File: config.mk
export PLATFORM = sky130hd
export DESIGN_NAME = timed_event_priority_queue
export DESIGN_NICKNAME = d
export VERILOG_FILES = /design/src/rtl/tepq_pkg.sv /design/src/rtl/tepq_cell.sv /design/src/rtl/timed_event_priority_queue.sv
export SDC_FILE = /design/constraint.sdc
export NUM_CORES = 2
export LEC_CHECK = 0
export BUFFER_PORTS_ARGS = -buffer_cell sky130_fd_sc_hd__buf_2
export CAP_MARGIN = 0
export CORE_ASPECT_RATIO = 1.75
export CORE_MARGIN = 3
export CORE_UTILIZATION = 40
export CTS_CLUSTER_SIZE = 12
export DETAILED_ROUTE_END_ITERATION = 10
export HOLD_SLACK_MARGIN = 0.12
export PLACE_DENSITY = 0.67
export SYNTH_ARGS = -nofsm -noshare
export SYNTH_HDL_FRONTEND = slang
export SYNTH_SLANG_ARGS = --single-unit
File: constraint.sdc
create_clock -name clock -period 9.77 [get_ports clock]
set_clock_uncertainty 0.05 [all_clocks]
set_input_delay 0.977 -clock clock [delete_from_list [all_inputs] [get_ports clock]]
set_output_delay 0.977 -clock clock [all_outputs]
set_load 0.01 [all_outputs]
File: src/rtl/tepq_pkg.sv
// shared types and constants for the timed event priority queue
`timescale 1ns / 1ps
`default_nettype none

package tepq_pkg;

   localparam int KIND_BITS = 2;
   localparam int WAIT_BITS = 31;

   localparam logic [KIND_BITS-1:0] KIND_TICK     = 2'd0;
   localparam logic [KIND_BITS-1:0] KIND_SCHEDULE = 2'd1;
   localparam logic [KIND_BITS-1:0] KIND_POST     = 2'd2;
   localparam logic [KIND_BITS-1:0] KIND_PUMP     = 2'd3;

   localparam logic [WAIT_BITS-1:0] WAIT_MAX = '1;

   // per-cycle command broadcast to every cell of the chain
   typedef struct packed {
      logic insert;
      logic pump;
   } tepq_ctrl_type;

endpackage

`default_nettype wire

File: src/rtl/tepq_cell.sv
// one slot of the sorted chain: holds an entry and shifts left or right
`timescale 1ns / 1ps
`default_nettype none

module tepq_cell import tepq_pkg::*; #(
   parameter int TIME_BITS = 32,
   parameter int TAG_BITS  = 16
) (
   input  wire logic                 clock,
   input  wire logic                 reset,
   input  wire tepq_ctrl_type        ctrl,
   input  wire logic [TIME_BITS-1:0] now_ticks,
   input  wire logic [TIME_BITS-1:0] new_due,
   input  wire logic [TIME_BITS-1:0] new_key,
   input  wire logic [TAG_BITS-1:0]  new_tag,
   input  wire logic [TIME_BITS-1:0] left_due,
   input  wire logic [TAG_BITS-1:0]  left_tag,
   input  wire logic                 left_used,
   input  wire logic                 left_after,
   input  wire logic [TIME_BITS-1:0] right_due,
   input  wire logic [TAG_BITS-1:0]  right_tag,
   input  wire logic                 right_used,
   output logic      [TIME_BITS-1:0] due,
   output logic      [TAG_BITS-1:0]  tag,
   output logic                      used,
   output logic                      after
);

   localparam logic [TIME_BITS-1:0] SIGN_BIT = {1'b1, {(TIME_BITS-1){1'b0}}};

   logic [TIME_BITS-1:0] due_ff, due_in;
   logic [TAG_BITS-1:0]  tag_ff, tag_in;
   logic                 used_ff, used_in;
   logic [TIME_BITS-1:0] key;

   // signed distance from now, biased so unsigned compare gives signed order
   assign key   = (due_ff - now_ticks) ^ SIGN_BIT;
   // new entry sits at or ahead of this slot: first larger key seen so far
   // from the head, or an empty slot
   assign after = left_after || !used_ff || (key > new_key);

   always_comb begin
      due_in  = due_ff;
      tag_in  = tag_ff;
      used_in = used_ff;
      if (ctrl.pump) begin
         due_in  = right_due;
         tag_in  = right_tag;
         used_in = right_used;
      end else if (ctrl.insert && after) begin
         if (!left_after) begin
            due_in  = new_due;
            tag_in  = new_tag;
            used_in = 1'b1;
         end else begin
            due_in  = left_due;
            tag_in  = left_tag;
            used_in = left_used;
         end
      end
   end

   always_ff @(posedge clock) begin
      if (reset) begin
         used_ff <= 1'b0;
      end else begin
         used_ff <= used_in;
      end
   end

   always_ff @(posedge clock) begin
      due_ff <= due_in;
      tag_ff <= tag_in;
   end

   assign due  = due_ff;
   assign tag  = tag_ff;
   assign used = used_ff;

endmodule

`default_nettype wire

File: src/rtl/timed_event_priority_queue.sv
// top level: time counter, chain of sorted cells, response register
// each response is held in the pending register and then in the response register
// throughput: one item per cycle unless responses stall; every cell compares with the
//   new key in parallel, so only the pending-response register can hold off a request
// reset clears the time counter, the pending flag, every slot's used flag and the
//   response valid; slot times and tags are left as they are
`timescale 1ns / 1ps
`default_nettype none

module timed_event_priority_queue import tepq_pkg::*; #(
   parameter int QUEUE_DEPTH = 16,
   parameter int TIME_BITS   = 32,
   parameter int TAG_BITS    = 16
) (
   input  wire logic                 clock,
   input  wire logic                 reset,
   input  wire logic                 req_valid,
   output logic                      req_stall,
   input  wire logic [KIND_BITS-1:0] req_kind,
   input  wire logic [30:0]          req_interval,
   input  wire logic [TAG_BITS-1:0]  req_tag,
   output logic                      rsp_valid,
   input  wire logic                 rsp_stall,
   output logic                      rsp_delivered,
   output logic      [TAG_BITS-1:0]  rsp_out_tag,
   output logic      [WAIT_BITS-1:0] rsp_wait_ticks,
   output logic                      rsp_queue_empty,
   output logic                      rsp_dropped
);

   localparam logic [TIME_BITS-1:0] SIGN_BIT = {1'b1, {(TIME_BITS-1){1'b0}}};
   localparam int EXT_BITS = (TIME_BITS > WAIT_BITS + 1) ? TIME_BITS : WAIT_BITS + 1;

   logic [TIME_BITS-1:0] now_ff, now_in;

   logic [TIME_BITS-1:0] cell_due   [QUEUE_DEPTH];
   logic [TAG_BITS-1:0]  cell_tag   [QUEUE_DEPTH];
   logic                 cell_used  [QUEUE_DEPTH];
   logic                 cell_after [QUEUE_DEPTH];
   logic [QUEUE_DEPTH-1:0] used_vec;

   tepq_ctrl_type        ctrl;
   logic                 accept;
   logic                 is_insert;
   logic                 full;
   logic                 head_due;
   logic [TIME_BITS-1:0] head_diff;
   logic [TIME_BITS-1:0] new_off;
   logic [TIME_BITS-1:0] new_due;
   logic [TIME_BITS-1:0] new_key;

   logic                 pend_ff, pend_in;
   logic                 pend_delivered_ff, pend_delivered_in;
   logic [TAG_BITS-1:0]  pend_tag_ff, pend_tag_in;
   logic                 pend_dropped_ff, pend_dropped_in;
   logic                 load_rsp;

   logic                 rsp_valid_ff, rsp_valid_in;
   logic                 rsp_delivered_ff;
   logic [TAG_BITS-1:0]  rsp_out_tag_ff;
   logic [WAIT_BITS-1:0] rsp_wait_ff, wait_in;
   logic                 rsp_empty_ff;
   logic                 rsp_dropped_ff;
   logic [EXT_BITS-1:0]  wait_pos;

   // handshake
   assign load_rsp  = pend_ff && (!rsp_valid_ff || !rsp_stall);
   assign req_stall = pend_ff && !load_rsp;
   assign accept    = req_valid && !req_stall;

   // decode of the accepted item
   assign full      = cell_used[QUEUE_DEPTH-1];
   assign head_diff = cell_due[0] - now_ff;
   assign head_due  = head_diff[TIME_BITS-1] || (head_diff == '0);
   assign is_insert = (req_kind == KIND_SCHEDULE) || (req_kind == KIND_POST);
   assign new_off   = (req_kind == KIND_SCHEDULE) ? TIME_BITS'(req_interval) : '0;
   assign new_due   = now_ff + new_off;
   assign new_key   = new_off ^ SIGN_BIT;

   always_comb begin
      ctrl.insert = accept && is_insert && !full;
      ctrl.pump   = accept && (req_kind == KIND_PUMP) && cell_used[0] && head_due;
   end

   assign now_in = (accept && (req_kind == KIND_TICK)) ? now_ff + 1'b1 : now_ff;

   always_ff @(posedge clock) begin
      if (reset) begin
         now_ff <= '0;
      end else begin
         now_ff <= now_in;
      end
   end

   // cell chain
   for (genvar g = 0; g < QUEUE_DEPTH; g++) begin : g_cell
      logic [TIME_BITS-1:0] l_due, r_due;
      logic [TAG_BITS-1:0]  l_tag, r_tag;
      logic                 l_used, l_after, r_used;

      if (g == 0) begin : g_head
         assign l_due   = '0;
         assign l_tag   = '0;
         assign l_used  = 1'b0;
         assign l_after = 1'b0;
      end else begin : g_mid
         assign l_due   = cell_due[g-1];
         assign l_tag   = cell_tag[g-1];
         assign l_used  = cell_used[g-1];
         assign l_after = cell_after[g-1];
      end

      if (g == QUEUE_DEPTH - 1) begin : g_tail
         assign r_due  = '0;
         assign r_tag  = '0;
         assign r_used = 1'b0;
      end else begin : g_body
         assign r_due  = cell_due[g+1];
         assign r_tag  = cell_tag[g+1];
         assign r_used = cell_used[g+1];
      end

      tepq_cell #(
         .TIME_BITS (TIME_BITS),
         .TAG_BITS  (TAG_BITS)
      ) u_cell (
         .clock      (clock),
         .reset      (reset),
         .ctrl       (ctrl),
         .now_ticks  (now_ff),
         .new_due    (new_due),
         .new_key    (new_key),
         .new_tag    (req_tag),
         .left_due   (l_due),
         .left_tag   (l_tag),
         .left_used  (l_used),
         .left_after (l_after),
         .right_due  (r_due),
         .right_tag  (r_tag),
         .right_used (r_used),
         .due        (cell_due[g]),
         .tag        (cell_tag[g]),
         .used       (cell_used[g]),
         .after      (cell_after[g])
      );

      assign used_vec[g] = cell_used[g];
   end

   // pending result of the last transfer, finished once the chain has settled
   assign pend_in           = accept || (pend_ff && !load_rsp);
   assign pend_delivered_in = ctrl.pump;
   assign pend_tag_in       = ctrl.pump ? cell_tag[0] : '0;
   assign pend_dropped_in   = accept && is_insert && full;

   always_ff @(posedge clock) begin
      if (reset) begin
         pend_ff <= 1'b0;
      end else begin
         pend_ff <= pend_in;
      end
   end

   always_ff @(posedge clock) begin
      if (accept) begin
         pend_delivered_ff <= pend_delivered_in;
         pend_tag_ff       <= pend_tag_in;
         pend_dropped_ff   <= pend_dropped_in;
      end
   end

   // head wait from the settled state, saturated to the port width
   assign wait_pos = EXT_BITS'(head_diff[TIME_BITS-2:0]);

   always_comb begin
      if (!cell_used[0] || head_diff[TIME_BITS-1]) begin
         wait_in = '0;
      end else if (wait_pos > EXT_BITS'(WAIT_MAX)) begin
         wait_in = WAIT_MAX;
      end else begin
         wait_in = WAIT_BITS'(wait_pos);
      end
   end

   assign rsp_valid_in = load_rsp || (rsp_valid_ff && rsp_stall);

   always_ff @(posedge clock) begin
      if (reset) begin
         rsp_valid_ff <= 1'b0;
      end else begin
         rsp_valid_ff <= rsp_valid_in;
      end
   end

   always_ff @(posedge clock) begin
      if (load_rsp) begin
         rsp_delivered_ff <= pend_delivered_ff;
         rsp_out_tag_ff   <= pend_tag_ff;
         rsp_wait_ff      <= wait_in;
         rsp_empty_ff     <= !cell_used[0];
         rsp_dropped_ff   <= pend_dropped_ff;
      end
   end

   assign rsp_valid       = rsp_valid_ff;
   assign rsp_delivered   = rsp_delivered_ff;
   assign rsp_out_tag     = rsp_out_tag_ff;
   assign rsp_wait_ticks  = rsp_wait_ff;
   assign rsp_queue_empty = rsp_empty_ff;
   assign rsp_dropped     = rsp_dropped_ff;

   // occupied slots always form a prefix of the chain
   a_used_prefix: assert property (@(posedge clock) disable iff (reset)
      (used_vec[QUEUE_DEPTH-1:1] & ~used_vec[QUEUE_DEPTH-2:0]) == '0)
      else $error("used slots are not contiguous from the head");

   // every request transfer leaves a pending result behind it
   a_pend_after_accept: assert property (@(posedge clock) disable iff (reset)
      accept |=> pend_ff)
      else $error("request transfer without pending result");

   // insert and pump never happen on the same item
   a_ctrl_exclusive: assert property (@(posedge clock) disable iff (reset)
      !(ctrl.insert && ctrl.pump))
      else $error("insert and pump issued together");

   // a pump on a full chain leaves the last slot free in the next cycle
   a_pump_frees_tail: assert property (@(posedge clock) disable iff (reset)
      (ctrl.pump && full) |=> !cell_used[QUEUE_DEPTH-1])
      else $error("pump did not free the tail slot");

endmodule

`default_nettype wire
# Word level (Yosys, flattened, before mapping)
# Cells that the tools add are included.
[op_classes]
n_addsub = 18
n_lt_le_gt_ge = 17
eq_ne = 3
n_mux = 137
bitwise = 17
n_reduce_logical = 102
[op_table]
columns = ["cell", "n"]
rows = [
  ["32-bit two-way mux", 45],
  ["16-bit two-way mux", 45],
  ["32-bit > comparator", 16],
  ["32-bit subtractor", 16],
  ["31-bit two-way mux", 2],
  ["1-bit two-way mux", 45],
  ["1-bit logical OR", 37],
  ["32-bit by 1-bit adder with 32-bit output, second input constant", 1],
  ["32-bit by 31-bit adder with 32-bit output", 1],
  ["32-bit logical NOT", 1],
  ["31-bit > comparator, second input constant", 1],
  ["2-bit nonzero test", 15],
  ["1-bit logical AND", 27],
  ["1-bit logical NOT", 20],
  ["1-bit NOT", 16],
  ["2-bit equality test, second input constant", 2],
  ["2-bit by 1-bit equality test with 1-bit output, second input constant", 1],
  ["2-bit logical NOT", 1],
  ["2-bit OR reduction", 1],
  ["1-bit NOT, first input constant", 1],
]
[totals]
ff_bits = 886
in_bits = 53
output_inout_bits = 52

# Depth between registers and ports, before layout
[logic_depth]
word_depth = 35
ltp_mapped = 36
depth_no_buf = 33

# By module
# A second synthesis with hierarchy kept.
[unflattened]
cells_unflattened = 10696
hier_area_um2 = 90391.7
[modules_own_cells]
columns = ["mod", "instances", "cells_each", "area_each_um2"]
rows = [
  ["tepq_cell at g_cell[10].u_cell ...", 9, 608, 5113.7],
  ["tepq_cell at g_cell[6].u_cell ...", 3, 612, 5173.7],
  ["timed_event_priority_queue", 1, 932, 8231.6],
  ["tepq_cell at g_cell[13].u_cell", 1, 618, 5181.2],
  ["tepq_cell at g_cell[0].u_cell", 1, 609, 5171.2],
  ["tepq_cell at g_cell[9].u_cell", 1, 625, 5171.2],
  ["tepq_cell at g_cell[12].u_cell", 1, 604, 5092.4],
]

# Least setup slack after synthesis
# OpenSTA, ideal clock, no wires.
[synth_path]
path_kind = "reg2reg"
start = "register now_ff[1]"
end = "register g_cell[2].u_cell.due_ff[0] (enable)"
setup_ns = 0.520
arrival_time_ns = 10.072
slack_ns = -0.872
path_stages_with_launch = 31
path_buffers = 4
path_cell_list = "dfxtp_1 inv_1 fa_1 a21o_1 a21oi_1 o21bai_1 a21oi_1 o21bai_1 a221oi_1 a21o_1 o221ai_1 or4_1 o221ai_1 o21a_1 o21ai_0 o41ai_1 xnor2_1 ha_1 nand3_1 or2_2 a22o_1 a21oi_1 o21ai_0 or3b_2 and2_1 buf_2 and3b_1 clkbuf_1 buf_2 buf_2 o21ai_0"
[synth_between]
elab_chain_cells = 10
elab_cells_between_ends = 19
classes_between = "add/sub: 3; order compare: 3; bitwise: 3; reduce/logical: 10"
[synth_rtl]
columns = ["item", "line_no", "rtl"]
rows = [
  ["from (decl)", "timed_event_priority_queue.sv:34", "logic [TIME_BITS-1:0] now_ff, now_in;"],
  ["from (signal assigned)", "timed_event_priority_queue.sv:91", "now_ff <= now_in;"],
  ["32-bit subtractor", "tepq_cell.sv:37, timed_event_priority_queue.sv:73", ""],
  ["1-bit NOT (no line)", "--", ""],
  ["32-bit > comparator", "tepq_cell.sv:40", "assign after = left_after || !used_ff || (key > new_key);"],
  ["1-bit logical OR (5 in a row)", "tepq_cell.sv:40", ""],
  ["1-bit logical AND", "tepq_cell.sv:50", "end else if (ctrl.insert && after) begin"],
  ["2-bit nonzero test (no line) (*)", "--", ""],
  ["to (signal assigned)", "tepq_cell.sv:72", "due_ff <= due_in;"],
  ["to (decl)", "tepq_cell.sv:31", "logic [TIME_BITS-1:0] due_ff, due_in;"],
]
# Mark *: on every way between the ends. The rest lies on a longest branch, timed or not.
# A chain may end at the register's enable or synchronous reset.

# Worst setup path after layout
[layout_path]
start = "register now_ff[6]"
end = "register g_cell[15].u_cell.due_ff[3]"
[layout_between]
elab_chain_cells = 35
elab_cells_between_ends = 84
classes_between = "add/sub: 16; order compare: 16; mux: 1; bitwise: 16; reduce/logical: 35"
[layout_rtl]
columns = ["item", "line_no"]
rows = [
  ["32-bit subtractor", "tepq_cell.sv:37, timed_event_priority_queue.sv:73"],
  ["1-bit NOT (no line)", "--"],
  ["32-bit > comparator", "tepq_cell.sv:40"],
  ["1-bit logical OR (31 in a row)", "tepq_cell.sv:40"],
  ["1-bit logical AND", "tepq_cell.sv:50"],
  ["to (signal assigned)", "tepq_cell.sv:72"],
  ["to (decl)", "tepq_cell.sv:31"],
]
# Parallel ways exist; a longest one is shown, timed or not.

==> summary by stage <==
Cells and area
From synthesis to final layout, the design area changed by 11.0%. The post-layout net count is between 9000 and 10000. The core utilization of the finished layout is 0.447. Of the cells placed in the final design, the portion with a size suffix greater than 1 is 0.0720.

The finished cells cover around 0.084 mm^2.

Placement
The count of input and output buffers is between 100 and 150. After legalization and detailed placement, the total HPWL measured between 200000 and 250000 um. The placer's final routability congestion estimate is 1.02.

The pre-CTS worst setup slack is between 0.7 and 0.8 ns. Summing all placed instances gives a cell area of 0.0810 mm^2.

Synthesis
Of the synthesized area, sequential elements account for 0.337. The count of flip-flops with a built-in enable after synthesis is 788. After synthesis the cells add up to 0.0760 mm^2. Of the post-synthesis cell area, the dominant cell type holds 0.311.

The share of synthesized flip-flops with an asynchronous set or reset is 0. Counting distinct cell types in the post-synthesis netlist gives 90. In this run the mean area of a mapped cell was just over 9 um^2. The top flip-flop cell by instance count after synthesis is sky130_fd_sc_hd__edfxtp_1.

The flip-flop and latch count after synthesis is between 800 and 900. The library cell with the highest instance count after synthesis is sky130_fd_sc_hd__a21oi_1. The top cell type by total area after synthesis is sky130_fd_sc_hd__edfxtp_1. The number of nets in the synthesized netlist is about 9300. The number of synthesis warnings is 0. After technology mapping, the gate count stands at 8278. By area the synthesized netlist is led by sky130_fd_sc_hd__edfxtp_1 31%, sky130_fd_sc_hd__ha_1 16%, sky130_fd_sc_hd__mux2i_1 9.5%, sky130_fd_sc_hd__a21oi_1 6.4%, sky130_fd_sc_hd__nor2_1 4.5%. In the synthesized netlist, the cells that appear most often are 978 x sky130_fd_sc_hd__a21oi_1, 963 x sky130_fd_sc_hd__ha_1, 918 x sky130_fd_sc_hd__nor2_1, 788 x sky130_fd_sc_hd__edfxtp_1, 718 x sky130_fd_sc_hd__mux2i_1.

Run status
The flow ran to the end, but the final reports show violations. The final reports fail on max-capacitance violations, max-slew violations.

Detailed routing
The count of TritonRoute iterations in the first routing pass is 7. For this block, the routed nets add up to 291000 um of wire. In the final routed layout, each cell accounts on average for approximately 27 um. Across all layers, the routed design uses around 66000 vias.

The remaining design rule violation count is 0. The first routing iteration left 4639 violations. The post-detailed-route via-to-cell ratio is 6.07. In this run the remaining antenna-violating nets after routing total 0.

Global route
Summed over all layers, the global routing overflow is 0. The met2 track demand over resource in global routing is 0.521. The met1 track demand over resource in global routing is 0.274. The initial antenna violation count is 18. The first-pass GRT wire length is 425000 um. The via count of the first global-routing pass was 68640. The all-layer global routing usage is 0.291.

The pin count of the biggest net entering global routing is 164. The most heavily used metal layer in global routing is met2. The met3 capacity usage during global routing is 0.0404.

Worst setup path
The library cell appearing most often on the critical path is sky130_fd_sc_hd__buf_4. The kind of launch point of the worst setup path is a flip-flop. The setup path with the least slack is of type flip-flop to flip-flop. The critical-path cell with the highest stage delay is sky130_fd_sc_hd__nor4_2. The worst setup path is captured at a flip-flop. For the worst setup path, the data arrival time is 9.59 ns.

The largest incremental delay on the critical path is 1.31 ns. In this run the worst path has a maximum fanout of 18. The worst endpoint required time is just over 10 ns.

STA
The max-slew violation count is 2. In the final timing run, aggregate negative setup slack is 0 ns. The slew at the pin closest to its max-slew limit is between 1.5 and 2 ns.

Setup repair after global routing left no endpoint under its margin. Dividing the final minimum period by the clock period gives 0.932. Headroom to the max-slew limit came out at -0.131. The final hold violation count is 0. The shortest clock period the worst path allows after layout is 9.10 ns. The final setup violation count is 0. Timing would allow up to 110 MHz. Setup slack on the critical path of the routed design comes to 0.667 ns.

Floorplanning
The die is 336 um wide. The total I/O pin count is 105. For this configuration, the core starts out at a cell density of 0.403. The number of rows created at floorplan is 211. The die is 583 um tall.

The standard cell core area is about 0.19 mm^2. The area enclosed by the die boundary is 0.195 mm^2.

Clock tree
Clock tree synthesis selected as its root buffer the cell sky130_fd_sc_hd__clkbuf_16. The clock reaches the later pin of the worst-skew pair after between 0.7 and 0.8 ns. After clock tree synthesis, the setup repair step added 0 buffers.

TritonCTS built the clock tree. Clock-pin slew was measured on the worst setup and hold paths at about 0.060 ns. The number of clock buffers added by TritonCTS is 98.

The clock passes through at most 3 buffers. The number of H-tree levels is 3. In this run, post-CTS hold repair placed 0 buffers.

The clock net in this run drives a total of 886 sinks.

Flow run
The number of maximum-capacitance constraint violations is 2.

Hold path
The path type of the worst min-delay path is flip-flop to flip-flop.

Power and ir drop
For this design the ratio of total power to cell area is about 140 mW/mm^2. The design draws 0.0122 W. The largest voltage drop on the vdd net is approximately 150 uV. The static leakage power is around 34 nW.
## sequential cells by signal, indices dropped and copies added (netlist names)
name,cells
pend_ff,1
pend_delivered_ff,1
g_cell.u_cell.used,16
now_ff,32
g_cell.u_cell.due,512
rsp_valid,1
rsp_queue_empty,1
rsp_wait_ticks,31
pend_dropped_ff,1
rsp_delivered,1
rsp_out_tag,16
rsp_dropped,1
g_cell.u_cell.tag,256
pend_tag_ff,16
## worst max-delay path, delay by kind of cell, from the launching register on
kind | cells | cell delay, ns
AOI/OAI and AO/OA | 11 | 2.98
xor gates and xnor gates | 1 | 0.17
adders and majority gates | 2 | 0.60
buffers and inverters | 6 | 1.69
DFF | 1 | 0.33
muxes | 2 | 0.49
and+or+nand+nor | 7 | 2.56
## layout by cell type (no fill, tap or decap), types with 68 or more instances in the layout
cell type and instances:
sky130_fd_sc_hd__inv_1 245, sky130_fd_sc_hd__clkbuf_16 103, sky130_fd_sc_hd__a21oi_1 977, sky130_fd_sc_hd__a211oi_1 73, sky130_fd_sc_hd__o21ai_1 83, sky130_fd_sc_hd__o21ai_0 411, sky130_fd_sc_hd__o21a_1 104, sky130_fd_sc_hd__nor2b_1 88
sky130_fd_sc_hd__xnor2_1 351, sky130_fd_sc_hd__nand3_1 126, sky130_fd_sc_hd__edfxtp_1 788, sky130_fd_sc_hd__o21bai_1 68, sky130_fd_sc_hd__buf_2 104, sky130_fd_sc_hd__a21o_1 256, sky130_fd_sc_hd__nor3_1 112, sky130_fd_sc_hd__dfxtp_1 97
sky130_fd_sc_hd__and3_1 74, sky130_fd_sc_hd__nor2_1 915, sky130_fd_sc_hd__mux2i_1 718, sky130_fd_sc_hd__xor2_1 115, sky130_fd_sc_hd__nand2_1 655, sky130_fd_sc_hd__ha_1 963, sky130_fd_sc_hd__buf_4 216, sky130_fd_sc_hd__nand4_1 118
## layout make-up
cell class              count  area, um^2
well taps                2449        3060
multi-input cells        6808       48400
clock buffers             144        2820
clock inverters            39         543
flip-flops and latches    886       25600
diodes                      9        22.5
inverters                 247         935
repair buffers            364        3020
fillers                 17859      104000
## cells by family (layout without fill, tap and decap cells)
kind of cell,count (synthesis),count (layout),share of synthesized area
AO/OA/AOI/OAI,2319,2319,0.184
XOR/XNOR,468,468,0.0541
adder cells (fa/ha/maj),979,979,0.163
buffers and inverters,584,794,0.0307
flip-flops,886,886,0.337
multiplexers,721,721,0.0950
other,0,9,0
AND/OR/NAND/NOR,2321,2321,0.137
## where the power goes
group | leakage [nW] | total, W | switching [W] | internal [W]
combinational | 23.8 | 0.00344 | 0.00211 | 0.00133
clock | 1.63 | 0.00397 | 0.00175 | 0.00221
sequential | 8.24 | 0.00476 | 0.000251 | 0.00451
total | 33.6 | 0.0122 | 0.00411 | 0.00806
## layer usage
layer  vias up  share of wire
li1      30957              -
met1     31865           0.32
met2      2518           0.50
met3      1117          0.051
met4        18           0.13
met5         -        0.00036
## final timing paths
kind	to	slack, ns	cells past startpoint	from
setup / recovery	g_cell[15].u_cell.due[3]$_SDFFE_PP0P_	0.67	29	now_ff[6]$_SDFFE_PP0P_
hold / removal	rsp_out_tag[10]$_DFFE_PP_	0.37	0	pend_tag_ff[10]$_SDFFCE_PN0P_
setup reg to reg	g_cell[15].u_cell.due[3]$_SDFFE_PP0P_	0.67	29	now_ff[6]$_SDFFE_PP0P_
hold reg to reg	rsp_out_tag[10]$_DFFE_PP_	0.37	0	pend_tag_ff[10]$_SDFFCE_PN0P_
## repair_timing
action / in CTS / in global routing
gates resized for setup: 0 / 2
setup endpoints to repair: 0 / 71
hold endpoints to repair: 0 / 0
## per-stage QoR
stage / cells / hold slack [ns]
after global placement: 10753 / 0.356
after CTS: 10937 / 0.369
after detailed placement: 10754 / 0.355
final: 10946 / 0.366
after global routing: 10943 / 0.374
after floorplan: 8278 / 0.350
Power figures use the tool's default switching activity.
